## config.mk

```make
export PLATFORM = sky130hd
export DESIGN_NAME = fixed_block_pool_allocator
export DESIGN_NICKNAME = d
export VERILOG_FILES = /design/src/rtl/core/fbpa_pkg.sv /design/src/rtl/core/fixed_block_pool_allocator.sv /design/src/rtl/core/fbpa_ram.sv
export SDC_FILE = /design/constraint.sdc
export NUM_CORES = 2
export LEC_CHECK = 0
export BUFFER_PORTS_ARGS = -buffer_cell sky130_fd_sc_hd__buf_2
export CORE_MARGIN = 2
export CORE_UTILIZATION = 30
export CTS_CLUSTER_DIAMETER = 40
export DETAILED_ROUTE_END_ITERATION = 10
export GPL_TIMING_DRIVEN = 0
export SYNTH_ARGS = -nofsm -noshare
export SYNTH_HDL_FRONTEND = slang
export SYNTH_SLANG_ARGS = --single-unit
```

## constraint.sdc

```tcl
create_clock -name aclk -period 13.35 [get_ports aclk]
set_input_delay 1.335 -clock aclk [delete_from_list [all_inputs] [get_ports aclk]]
set_output_delay 1.335 -clock aclk [all_outputs]
set_load 0.01 [all_outputs]
```

## src/rtl/core/fbpa_pkg.sv

```systemverilog
// Shared types, widths and codes for the fixed block pool allocator.
package fbpa_pkg;

    // Default sizing of the pool and of the address space.
    localparam int MAX_BLOCKS_DEF = 256;
    localparam int ADDR_BITS_DEF  = 32;

    // Field widths of the request, result and configuration registers.
    localparam int ADDR_W     = 32;
    localparam int BYTES_W    = 21;
    localparam int CNT_W      = 9;
    localparam int STAT_W     = 2;
    localparam int CFG_IDX_W  = 2;
    localparam int STEP_W     = 6;
    localparam int M_TDATA_W  = 48;

    // Reset values of the configuration registers.
    localparam logic [ADDR_W-1:0]  POOL_BASE_RST   = '0;
    localparam logic [BYTES_W-1:0] BLOCK_BYTES_RST = BYTES_W'(1);
    localparam logic [CNT_W-1:0]   POOL_BLOCKS_RST = CNT_W'(256);

    typedef enum logic [CFG_IDX_W-1:0] {
        CFG_POOL_BASE   = 2'd0,
        CFG_BLOCK_BYTES = 2'd1,
        CFG_POOL_BLOCKS = 2'd2
    } cfg_reg_t;

    typedef enum logic [STAT_W-1:0] {
        STAT_OK           = 2'd0,
        STAT_EMPTY        = 2'd1,
        STAT_NOT_IN_POOL  = 2'd2,
        STAT_FULL_DROPPED = 2'd3
    } stat_t;

    typedef enum logic [2:0] {
        ST_IDLE,
        ST_RD,
        ST_MUL,
        ST_ADD,
        ST_SUB,
        ST_DIV,
        ST_CHK,
        ST_FIN
    } fsm_t;

endpackage

```

## src/rtl/core/fixed_block_pool_allocator.sv

```systemverilog
// Fixed block pool allocator: LIFO free list with iterative address arithmetic.
//
// Hands out fixed-size blocks from a pool and takes them back. Each request on
// the slave stream is either an allocate (tuser 0) or a release (tuser 1, the
// address in tdata) and yields exactly one result on the master stream. Free
// block indices live on a LIFO stack held in a RAM; after reset, or after
// pool_blocks is written, entry i holds index i and every block is free (a
// bank of per-entry valid bits stands in for the reload, so there is no
// clearing pass). All address arithmetic runs through one shared 33-bit
// adder/subtractor under a small sequencer, one request at a time:
//   allocate: stack read, one shift-and-add multiply step per index bit,
//             then the base add and the output load.
//   release:  offset subtract, a restoring divider producing one quotient
//             bit per cycle, then the pool checks and the output load.
// s_axis_tready is high only while the sequencer is idle; a finished result
// sits in the output register so the next request can start while it waits.
// Configuration writes are taken at any time and are meant to be made only
// while no request is in flight.
module fixed_block_pool_allocator
    import fbpa_pkg::*;
#(
    parameter int MAX_BLOCKS = MAX_BLOCKS_DEF,
    parameter int ADDR_BITS  = ADDR_BITS_DEF
) (
    input  logic                 aclk,
    input  logic                 aresetn,

    // Request stream
    input  logic                 s_axis_tvalid,
    output logic                 s_axis_tready,
    input  logic [ADDR_W-1:0]    s_axis_tdata,   // [31:0] release_address
    input  logic                 s_axis_tuser,   // [0] mode

    // Result stream
    output logic                 m_axis_tvalid,
    input  logic                 m_axis_tready,
    output logic [M_TDATA_W-1:0] m_axis_tdata,   // [31:0] block_address, [40:32] blocks_free
    output logic [STAT_W-1:0]    m_axis_tuser,   // [1:0] status

    // Configuration write channel
    input  logic                 cfg_valid,
    output logic                 cfg_ready,
    input  logic [CFG_IDX_W-1:0] cfg_index,
    input  logic [ADDR_W-1:0]    cfg_data
);

    localparam int IDX_W = $clog2(MAX_BLOCKS);
    localparam int TOP_W = $clog2(MAX_BLOCKS + 1);
    localparam int AW    = (ADDR_BITS < ADDR_W) ? ADDR_BITS : ADDR_W;
    localparam logic [ADDR_W:0]   MASK_WIDE = ((ADDR_W+1)'(1) << AW) - (ADDR_W+1)'(1);
    localparam logic [ADDR_W-1:0] ADDR_MASK = MASK_WIDE[ADDR_W-1:0];

    // Clamp the block count register to 1 .. MAX_BLOCKS.
    function automatic logic [TOP_W-1:0] eff_count(input logic [CNT_W-1:0] c);
        logic [TOP_W-1:0] r;
        if (c == '0) begin
            r = TOP_W'(1);
        end else if (32'(c) > 32'(MAX_BLOCKS)) begin
            r = TOP_W'(MAX_BLOCKS);
        end else begin
            r = TOP_W'(c);
        end
        return r;
    endfunction

    // Configuration registers
    logic [ADDR_W-1:0]  pool_base_reg,   pool_base_next;
    logic [BYTES_W-1:0] block_bytes_reg, block_bytes_next;
    logic [CNT_W-1:0]   pool_blocks_reg, pool_blocks_next;

    // Sequencer and datapath registers
    fsm_t               state_reg,  state_next;
    logic [TOP_W-1:0]   top_reg,    top_next;
    logic [MAX_BLOCKS-1:0] valid_reg, valid_next;
    logic [ADDR_W-1:0]  addr_reg,   addr_next;   // release address, offset, then quotient
    logic [BYTES_W-1:0] rem_reg,    rem_next;
    logic [ADDR_W-1:0]  acc_reg,    acc_next;    // product, then final address
    logic [IDX_W-1:0]   idx_reg,    idx_next;
    logic [STEP_W-1:0]  step_reg,   step_next;
    stat_t              status_reg, status_next;
    logic [IDX_W-1:0]   rd_addr_reg, rd_addr_next;
    logic               vld_q_reg,  vld_q_next;

    // Output register
    logic               m_tvalid_reg, m_tvalid_next;
    logic [ADDR_W-1:0]  m_addr_reg,   m_addr_next;
    stat_t              m_status_reg, m_status_next;
    logic [CNT_W-1:0]   m_free_reg,   m_free_next;

    // Shared adder/subtractor
    logic [ADDR_W-1:0]  alu_a, alu_b, alu_b_eff;
    logic               alu_sub;
    logic [ADDR_W:0]    alu_sum;
    logic               alu_carry;

    // Stack RAM port signals
    logic               ram_we, ram_re;
    logic [IDX_W-1:0]   ram_waddr, ram_raddr;
    logic [IDX_W-1:0]   ram_wdata, ram_rdata;

    logic [TOP_W-1:0]   count_eff;
    logic [BYTES_W-1:0] bytes_eff;
    logic [ADDR_W-1:0]  base_m;
    logic [BYTES_W:0]   rem_shift;
    logic               s_accept, cfg_accept, out_free;

    assign count_eff = eff_count(pool_blocks_reg);
    assign bytes_eff = (block_bytes_reg == '0) ? BYTES_W'(1) : block_bytes_reg;
    assign base_m    = pool_base_reg & ADDR_MASK;
    assign rem_shift = {rem_reg, addr_reg[ADDR_W-1]};

    assign s_axis_tready = (state_reg == ST_IDLE);
    assign s_accept      = s_axis_tvalid && s_axis_tready;
    assign cfg_ready     = 1'b1;
    assign cfg_accept    = cfg_valid && cfg_ready;
    assign out_free      = !m_tvalid_reg || m_axis_tready;

    // Pick the operands of the shared unit for the current step.
    always_comb begin
        alu_a   = '0;
        alu_b   = '0;
        alu_sub = 1'b0;
        case (state_reg)
            ST_SUB: begin
                alu_a   = addr_reg;
                alu_b   = base_m;
                alu_sub = 1'b1;
            end
            ST_DIV: begin
                alu_a   = ADDR_W'(rem_shift);
                alu_b   = ADDR_W'(bytes_eff);
                alu_sub = 1'b1;
            end
            ST_MUL: begin
                alu_a = {acc_reg[ADDR_W-2:0], 1'b0};
                alu_b = idx_reg[IDX_W-1] ? ADDR_W'(bytes_eff) : '0;
            end
            ST_ADD: begin
                alu_a = acc_reg;
                alu_b = base_m;
            end
            default: begin
                alu_a = '0;
            end
        endcase
    end

    assign alu_b_eff = alu_sub ? ~alu_b : alu_b;
    assign alu_sum   = {1'b0, alu_a} + {1'b0, alu_b_eff} + (ADDR_W+1)'(alu_sub);
    assign alu_carry = alu_sum[ADDR_W];   // on subtract: a >= b

    fbpa_ram #(
        .WIDTH (IDX_W),
        .DEPTH (MAX_BLOCKS)
    ) u_stack (
        .aclk    (aclk),
        .wr_en   (ram_we),
        .wr_addr (ram_waddr),
        .wr_data (ram_wdata),
        .rd_en   (ram_re),
        .rd_addr (ram_raddr),
        .rd_data (ram_rdata)
    );

    always_ff @(posedge aclk) begin
        if (!aresetn) begin
            state_reg       <= ST_IDLE;
            top_reg         <= eff_count(POOL_BLOCKS_RST);
            valid_reg       <= '0;
            pool_base_reg   <= POOL_BASE_RST;
            block_bytes_reg <= BLOCK_BYTES_RST;
            pool_blocks_reg <= POOL_BLOCKS_RST;
            m_tvalid_reg    <= 1'b0;
        end else begin
            state_reg       <= state_next;
            top_reg         <= top_next;
            valid_reg       <= valid_next;
            pool_base_reg   <= pool_base_next;
            block_bytes_reg <= block_bytes_next;
            pool_blocks_reg <= pool_blocks_next;
            m_tvalid_reg    <= m_tvalid_next;
        end
    end

    always_ff @(posedge aclk) begin
        addr_reg     <= addr_next;
        rem_reg      <= rem_next;
        acc_reg      <= acc_next;
        idx_reg      <= idx_next;
        step_reg     <= step_next;
        status_reg   <= status_next;
        rd_addr_reg  <= rd_addr_next;
        vld_q_reg    <= vld_q_next;
        m_addr_reg   <= m_addr_next;
        m_status_reg <= m_status_next;
        m_free_reg   <= m_free_next;
    end

    // Sequencer: next state, datapath updates, stack access, config writes.
    always_comb begin
        state_next       = state_reg;
        top_next         = top_reg;
        valid_next       = valid_reg;
        addr_next        = addr_reg;
        rem_next         = rem_reg;
        acc_next         = acc_reg;
        idx_next         = idx_reg;
        step_next        = step_reg;
        status_next      = status_reg;
        rd_addr_next     = rd_addr_reg;
        vld_q_next       = vld_q_reg;
        pool_base_next   = pool_base_reg;
        block_bytes_next = block_bytes_reg;
        pool_blocks_next = pool_blocks_reg;
        m_tvalid_next    = m_tvalid_reg && !m_axis_tready;
        m_addr_next      = m_addr_reg;
        m_status_next    = m_status_reg;
        m_free_next      = m_free_reg;
        ram_we           = 1'b0;
        ram_waddr        = IDX_W'(top_reg);
        ram_wdata        = IDX_W'(addr_reg);
        ram_re           = 1'b0;
        ram_raddr        = IDX_W'(top_reg - TOP_W'(1));

        case (state_reg)
            ST_IDLE: begin
                if (s_accept) begin
                    acc_next    = '0;
                    status_next = STAT_OK;
                    addr_next   = s_axis_tdata & ADDR_MASK;
                    if (!s_axis_tuser) begin
                        // Allocate: pop the top of the stack.
                        if (top_reg == '0) begin
                            status_next = STAT_EMPTY;
                            state_next  = ST_FIN;
                        end else begin
                            ram_re       = 1'b1;
                            rd_addr_next = ram_raddr;
                            vld_q_next   = valid_reg[ram_raddr];
                            top_next     = top_reg - TOP_W'(1);
                            state_next   = ST_RD;
                        end
                    end else if ((s_axis_tdata & ADDR_MASK) == '0) begin
                        status_next = STAT_NOT_IN_POOL;
                        state_next  = ST_FIN;
                    end else begin
                        state_next = ST_SUB;
                    end
                end
            end
            ST_RD: begin
                // An entry never pushed since reload still holds its own index.
                idx_next   = vld_q_reg ? ram_rdata : rd_addr_reg;
                step_next  = STEP_W'(IDX_W);
                state_next = ST_MUL;
            end
            ST_MUL: begin
                acc_next  = alu_sum[ADDR_W-1:0];
                idx_next  = idx_reg << 1;
                step_next = step_reg - STEP_W'(1);
                if (step_reg == STEP_W'(1)) begin
                    state_next = ST_ADD;
                end
            end
            ST_ADD: begin
                acc_next   = alu_sum[ADDR_W-1:0] & ADDR_MASK;
                state_next = ST_FIN;
            end
            ST_SUB: begin
                if (!alu_carry) begin
                    status_next = STAT_NOT_IN_POOL;
                    state_next  = ST_FIN;
                end else begin
                    addr_next  = alu_sum[ADDR_W-1:0];
                    rem_next   = '0;
                    step_next  = STEP_W'(ADDR_W);
                    state_next = ST_DIV;
                end
            end
            ST_DIV: begin
                // Restoring division, one quotient bit per cycle.
                addr_next = {addr_reg[ADDR_W-2:0], alu_carry};
                rem_next  = alu_carry ? alu_sum[BYTES_W-1:0] : rem_shift[BYTES_W-1:0];
                step_next = step_reg - STEP_W'(1);
                if (step_reg == STEP_W'(1)) begin
                    state_next = ST_CHK;
                end
            end
            ST_CHK: begin
                if (addr_reg >= ADDR_W'(count_eff)) begin
                    status_next = STAT_NOT_IN_POOL;
                end else if (top_reg >= count_eff) begin
                    status_next = STAT_FULL_DROPPED;
                end else begin
                    ram_we                = 1'b1;
                    valid_next[ram_waddr] = 1'b1;
                    top_next              = top_reg + TOP_W'(1);
                end
                state_next = ST_FIN;
            end
            ST_FIN: begin
                // Hold the result until the output register is free.
                if (out_free) begin
                    m_tvalid_next = 1'b1;
                    m_addr_next   = acc_reg;
                    m_status_next = status_reg;
                    m_free_next   = CNT_W'(top_reg);
                    state_next    = ST_IDLE;
                end
            end
            default: begin
                state_next = ST_IDLE;
            end
        endcase

        if (cfg_accept) begin
            case (cfg_index)
                CFG_POOL_BASE: begin
                    pool_base_next = cfg_data;
                end
                CFG_BLOCK_BYTES: begin
                    block_bytes_next = cfg_data[BYTES_W-1:0];
                end
                CFG_POOL_BLOCKS: begin
                    // Reload the free stack: every block free again.
                    pool_blocks_next = cfg_data[CNT_W-1:0];
                    top_next         = eff_count(cfg_data[CNT_W-1:0]);
                    valid_next       = '0;
                end
                default: begin
                    pool_base_next = pool_base_reg;
                end
            endcase
        end
    end

    assign m_axis_tvalid = m_tvalid_reg;
    assign m_axis_tdata  = {(M_TDATA_W - ADDR_W - CNT_W)'(0), m_free_reg, m_addr_reg};
    assign m_axis_tuser  = m_status_reg;

    // The free count never runs past the stack depth.
    assert property (@(posedge aclk) disable iff (!aresetn)
        32'(top_reg) <= 32'(MAX_BLOCKS))
        else $error("free count beyond stack depth");

    // A push only lands below the configured block count.
    assert property (@(posedge aclk) disable iff (!aresetn)
        ram_we |-> (top_reg < count_eff) && (state_reg == ST_CHK))
        else $error("stack push with no room");

    // The iteration counter is live for every multiply or divide step.
    assert property (@(posedge aclk) disable iff (!aresetn)
        (state_reg == ST_DIV || state_reg == ST_MUL) |-> (step_reg != '0))
        else $error("iteration counter exhausted mid-operation");

    // An empty report always comes with no free blocks and no address.
    assert property (@(posedge aclk) disable iff (!aresetn)
        (m_tvalid_reg && m_status_reg == STAT_EMPTY) |-> (m_free_reg == '0 && m_addr_reg == '0))
        else $error("empty status with free blocks or an address");

    // A result is loaded only out of the final step, which then goes idle.
    assert property (@(posedge aclk) disable iff (!aresetn)
        (state_reg == ST_FIN && out_free) |=> (m_tvalid_reg && state_reg == ST_IDLE))
        else $error("result not loaded on completion");

endmodule

```

## src/rtl/core/fbpa_ram.sv

```systemverilog
// Simple dual-port RAM, one write port and one registered read port.
module fbpa_ram #(
    parameter int WIDTH = 8,
    parameter int DEPTH = 256
) (
    input  logic                     aclk,
    input  logic                     wr_en,
    input  logic [$clog2(DEPTH)-1:0] wr_addr,
    input  logic [WIDTH-1:0]         wr_data,
    input  logic                     rd_en,
    input  logic [$clog2(DEPTH)-1:0] rd_addr,
    output logic [WIDTH-1:0]         rd_data
);

    logic [WIDTH-1:0] mem [DEPTH];
    logic [WIDTH-1:0] rd_data_reg;

    always_ff @(posedge aclk) begin
        if (wr_en) begin
            mem[wr_addr] <= wr_data;
        end
        if (rd_en) begin
            rd_data_reg <= mem[rd_addr];
        end
    end

    assign rd_data = rd_data_reg;

endmodule

```

After elaboration in Yosys (flattened, before gate mapping)
Memory sizes are Yosys's and may differ from the RTL's. A register that Yosys moved wholly into a read port is not among the register bits.
Index checks and enable logic that the tools add are counted.
Storage, ports and cells
  flip-flop bits (word level): 484
  memory bits (writable): 2048
  bits of input ports: 72
  logic and storage cells: 154
  memories kept: 1
Memory list
  u_stack.mem: depth 256, bits a word 8, read ports 1, clocked after memory_dff 1, wr ports 1, line fbpa_ram.sv:15  | logic [WIDTH-1:0] mem [DEPTH];
Operators by class
  add/subtract/negate cells: 5
  $lt $le $gt $ge: 7
  eq/ne operators: 17
  muxes and demuxes: 67
  bitwise operators: 4
  reductions and logical operators: 35
Operators by type and width (number)
  $mux W256: 5
  $or A256 B256 Y256: 1
  $pmux W32 S3: 2
  $mux W32: 4
  $pmux W32 S4: 1
  $mux W9: 11
  $mux W21: 4
  $pmux W32 S2: 1
  $pmux W21 S2: 1
  $add A32 B32 Y33: 1
  $add A33 B1 Y33: 1
  $ge A32 B9 Y1: 1
  $logic_not A32 Y1: 1
  $not A32 Y32: 1
  $logic_not A9 Y1: 3
  $logic_not A21 Y1: 1
  $pmux W3 S7: 1
  $gt A9 B9 Y1 const B: 2
  $lt A8 B9 Y1 const B: 2
  $mux W3: 6
  $pmux W6 S3: 1
  $pmux W9 S2: 1
  $mux W2: 8
  $pmux W8 S2: 1
  other kinds (32): 74

Depth between registers and ports, before layout
  word-level depth: 10
  depth in mapped cells: 19

Hierarchy
Synthesis repeated with hierarchy kept, for this count alone.
Unflattened totals
  cells, all modules: 6214
  area total of the unflattened synthesis: 103251.5 um^2
Modules (own cells, without submodules)
  fbpa_ram: instances 1, cells each 3733, area an instance 79636.4 um^2, sequential area each 61739.2 um^2
  fixed_block_pool_allocator: instances 1, cells each 2481, area an instance 23615.1 um^2, sequential area each 11220.8 um^2

Worst setup path before layout
Ideal clock, no wire load.
  kind: register to register
  from: register addr_reg[0]
  to: register addr_reg[0], enable pin
  setup time: 0.470 ns
  data arrival time: 8.191 ns
  required time: 12.880 ns
  path slack: 4.689 ns
  stages on the path, launching flop included: 14
  path buffers: 1
  period minus slack after synthesis: 8.661 ns
  cell sequence: edfxtp_1 -> mux2i_1 -> o2bb2ai_1 -> o21a_1 -> fa_1 -> a21oi_1 -> o21ai_1 -> a21oi_1 -> nor4_2 -> o211ai_2 -> a21oi_2 -> o41ai_4 -> buf_6 -> a211oi_1
Between the ends
  longest elaborated chain between the ends: 5
RTL lines
  start: declaration: line fixed_block_pool_allocator.sv:75  | logic [ADDR_W-1:0] addr_reg, addr_next;
  start signal: assignment: line fixed_block_pool_allocator.sv:186  | addr_reg <= addr_next;
  $pmux W32 S4: line fixed_block_pool_allocator.sv:123  | case (state_reg)
  $add A32 B32 Y33: line fixed_block_pool_allocator.sv:149  | assign alu_sum = {1'b0, alu_a} + {1'b0, alu_b_eff} + (ADDR_W+1)'(alu_sub);
  $add A33 B1 Y33: line fixed_block_pool_allocator.sv:149
  $ne A2 B2 Y1 (no line)
  $reduce_and A3 Y1 (no line)
Every way passes these cells.
A chain may end at the register's enable or synchronous reset.

Worst setup path after layout
  from: register state_reg[0]
  to: register rem_reg[5], enable pin
Between the ends
  longest elaborated chain between the ends: 9
  elaborated cells between the ends (all ways): 16
  classes of those cells: add/sub: 2; eq/ne: 5; mux: 4; bitwise: 1; reduce/logical: 4
RTL lines
  start: declaration: line fixed_block_pool_allocator.sv:72  | fsm_t state_reg, state_next;
  start signal: assignment: line fixed_block_pool_allocator.sv:175  | state_reg <= state_next;
  $eq A3 B3 Y1 / $eq A3 B2 Y1 (equally long branches): line fixed_block_pool_allocator.sv:123, fixed_block_pool_allocator.sv:225
  $reduce_or A2 Y1 (no line)
  $pmux W32 S3: line fixed_block_pool_allocator.sv:123
  $not A32 Y32: line fixed_block_pool_allocator.sv:148  | assign alu_b_eff = alu_sub ? ~alu_b : alu_b;
  $mux W32: line fixed_block_pool_allocator.sv:148
  $add A32 B32 Y33: line fixed_block_pool_allocator.sv:149
  $add A33 B1 Y33: line fixed_block_pool_allocator.sv:149
  $ne A2 B2 Y1 (no line)
  $reduce_and A2 Y1 (no line) *
  end signal: assignment: line fixed_block_pool_allocator.sv:187  | rem_reg <= rem_next;
  end: declaration: line fixed_block_pool_allocator.sv:76  | logic [BYTES_W-1:0] rem_reg, rem_next;
Every way passes the cells marked *; elsewhere a longest branch is shown, timed or not.

==> results.md <==
* Filler cells at slightly above 30k
* Slew HR at -1.40%
* Die width at just under 600 µm
* Post_cts resized at 0
* Routed WL at 299000 µm
* YS warnings at 0
* Placed cell areas at approximately 110000 µm²
* Setup Fix Bufs, Post-CTS at 0
* CP arrival at between 7000 and 8000 ps
* CTS sink cnt at 2540
* Share of cells above drive strength 1 at a little over a quarter
* Post-synth top flop: edfxtp_1
* Count of input and output buffers at 116
* Dpl hpwl at around 210000 µm
* Post-Layout Inst Area at between 100000 and 150000 µm²
* Core Region at approximately 340000 µm²
* Commonest cells after routing, fill and taps aside: 2209 x edfxtp_1, 720 x mux4_2, 436 x nand2_1, 365 x nor2_1, 348 x clkbuf_16
* PwrDens at ~220 nW/µm²
* Crit path time final at slightly above 7000 ps
* Placed instance count at slightly above 10k
* Post-DR vias/cell at between 5 and 6
* Fin. max-slew vios at 11
* Row Count at ~210
* Maximum vdd drop at about 0.00013 V
* DRC viols at 0
* Number of synthesized flops with an enable pin at 2209
* Number of I/O pins at 125
* H-tree levels at 5
* Tcrit/Tclk final at between 50% and 60%
* Hold-fix buffers at CTS at 0
* Largest net degree at the start of global routing at 37
* Seq/Total Area, Yosys at between 70% and 80%
* Initial antenna violation count at 19
* Failing checks: max-capacitance violations, max-slew violations
* Max-cap check violation count at 1
* Yosys reg bits at roughly 2.5k
* Fmax at 0.141 GHz
* WP data required at around 14000 ps
* Initial DRC Count at 7307
* All-layer global routing usage at 16.9%
* Most common cell after layout, fill and taps aside: edfxtp_1
* First-pass DRT Iterations at 8
* Worst setup SP type: register
* Starting Density at ~30%
* Total gr overflow at 0
* Via count at a little under 60k
* Worst-Skew Late Latency at 920 ps
* Die area at approximately 350000 µm²
* Area delta synth->final at 20.3%
* Class of the worst hold path: register to register
* Final setup fails at 0
* Average size of a mapped cell at about 18 µm²
* CTS root buf: clkbuf_16
* Clock buffer depth at 4
* Number of library cell types mapped by synthesis at 87
* Worst-path fanout max at 16
* Final count of hold timing violations at 0
* Crit Path Category: register to register
* Crit end category: register
* NumNets Final at between 6k and 7k
* TNS Setup at 0 ps
* Fin cells at 11.0k
* Final Skew at 89.7 ps
* RePlAce Congestion at just under 1
* Static leakage at about 40 nW
* Avg WL per Cell at 27.1 µm
* Post-route ant nets at 0
* Syn Inst Count at 5617
* Mapped Area at 102000 µm²
* Vias in the first global route at 57.5k
* TritonCTS Buffers at between 300 and 400
* First-pass GRT wire length at 424000 µm
* Max reg flops at about 2.0k
* Worst slew pin tran at approximately 1500 ps
* Outcome: finished with violations
* Clock transition at path regs at 60 ps
* CTS tree: yes
* Die Height at between 500 and 600 µm
* RSZ-0062 raised after global routing: false
* Async S/R FF share, synth at 0%
report_power, final:
| part | switching [W] | internal [W] | total, W |
|---|---|---|---|
| Clock | 0.00372 | 0.00565 | 0.00938 |
| Sequential | 0.000213 | 0.00982 | 0.0100 |
| Combinational | 0.00484 | 0.00272 | 0.00756 |
| Total | 0.00877 | 0.0182 | 0.0270 |
final timing paths:
kind | startpoint | endpoint | slack, ps | cells past startpoint
max reg2reg | state_reg[0]$_SDFFE_PN0P_ | rem_reg[5]$_SDFFCE_PN0P_ | 6250 | 18
min | status_reg[1]$_DFFE_PP_ | m_axis_tuser[1]$_DFFE_PP_ | 420 | 0
min reg2reg | status_reg[1]$_DFFE_PP_ | m_axis_tuser[1]$_DFFE_PP_ | 420 | 0
max | state_reg[0]$_SDFFE_PN0P_ | rem_reg[5]$_SDFFCE_PN0P_ | 6250 | 18
cells in the mapped netlist, types with 12 or more instances:
| library cell | count | area (µm²) |
|---|---|---|
| nor2b_1 | 16 | 100 |
| xor2_1 | 13 | 114 |
| a22oi_1 | 38 | 285 |
| mux2_2 | 21 | 236 |
| buf_1 | 22 | 82.6 |
| edfxtp_1 | 2209 | 66300 |
| a311oi_1 | 20 | 175 |
| inv_1 | 31 | 116 |
| nand2_1 | 436 | 1640 |
| nand3_1 | 57 | 285 |
| nand4_1 | 16 | 100 |
| and3_1 | 59 | 369 |
| xnor2_1 | 29 | 254 |
| o22ai_1 | 24 | 150 |
| buf_4 | 14 | 105 |
| a21o_1 | 43 | 323 |
| ha_1 | 55 | 688 |
| a21oi_1 | 119 | 596 |
| mux2i_1 | 50 | 500 |
| nor3_1 | 12 | 60.1 |
| dfxtp_1 | 331 | 6630 |
| a21boi_0 | 62 | 465 |
| nor2_1 | 366 | 1370 |
| clkbuf_1 | 224 | 841 |
| o21a_1 | 230 | 1730 |
| and2_1 | 15 | 93.8 |
| buf_2 | 100 | 500 |
| nor4_1 | 21 | 131 |
| a31oi_1 | 31 | 194 |
| o21ai_0 | 104 | 521 |
| mux4_2 | 720 | 16200 |
per-stage QoR:
step / hold slack (ps) / total power [W] / worst slack [ps] / utilization [%]
2_1_floorplan: 400 / 0.0142 / 4690 / -
3_3_place_gp: 403 / 0.0172 / -1500 / 32.0
3_5_place_dp: 407 / 0.0176 / 6520 / 32.7
4_1_cts: 420 / 0.0270 / 6480 / 36.2
5_1_grt: 426 / 0.0277 / 6140 / 36.2
6_report: 420 / 0.0270 / 6250 / 36.2
layer usage:
metal / routed length [µm] / track usage [%]
met2: 136000 / 26.2
met1: 123000 / 23.3
met4: 12100 / 6.20
met3: 27700 / 3.51
met5: 58 / 0
worst max-delay path, cell delays in order, from the launching register on:
cell and delay (ps):
dfxtp_1 450, buf_2 330, clkbuf_1 670, clkbuf_1 750
buf_1 720, a21oi_1 130, o22ai_1 210, ha_1 260
buf_2 160, a21o_1 190, a21o_1 180, a21oi_2 330
o211ai_1 410, o211ai_2 320, a21oi_2 120, o41ai_4 790
buf_4 340, a21oi_2 170, buf_8 250
cell families after synthesis:
kind of cell | share of synthesized area, %
simple gates | 4.43
mux | 16.6
fa+ha+maj | 0.692
compound gates | 4.96
buf+inv | 1.71
other cells | 0.00733
flops | 71.3
xor+xnor | 0.359
layout make-up:
type	count	area (µm²)	share of cell area (%)
buffer	369	1640	1.33
timing repair buffer	212	3120	2.53
clock buffer	400	9030	7.34
sequential	2540	73000	59.3
multi-input combinational	2680	27800	22.5
inverter	34	128	0.104
clock inverter	239	2810	2.29
tap	4536	5680	4.61
antenna	6	15.0	0.0122
Power figures use the tool's default switching activity.
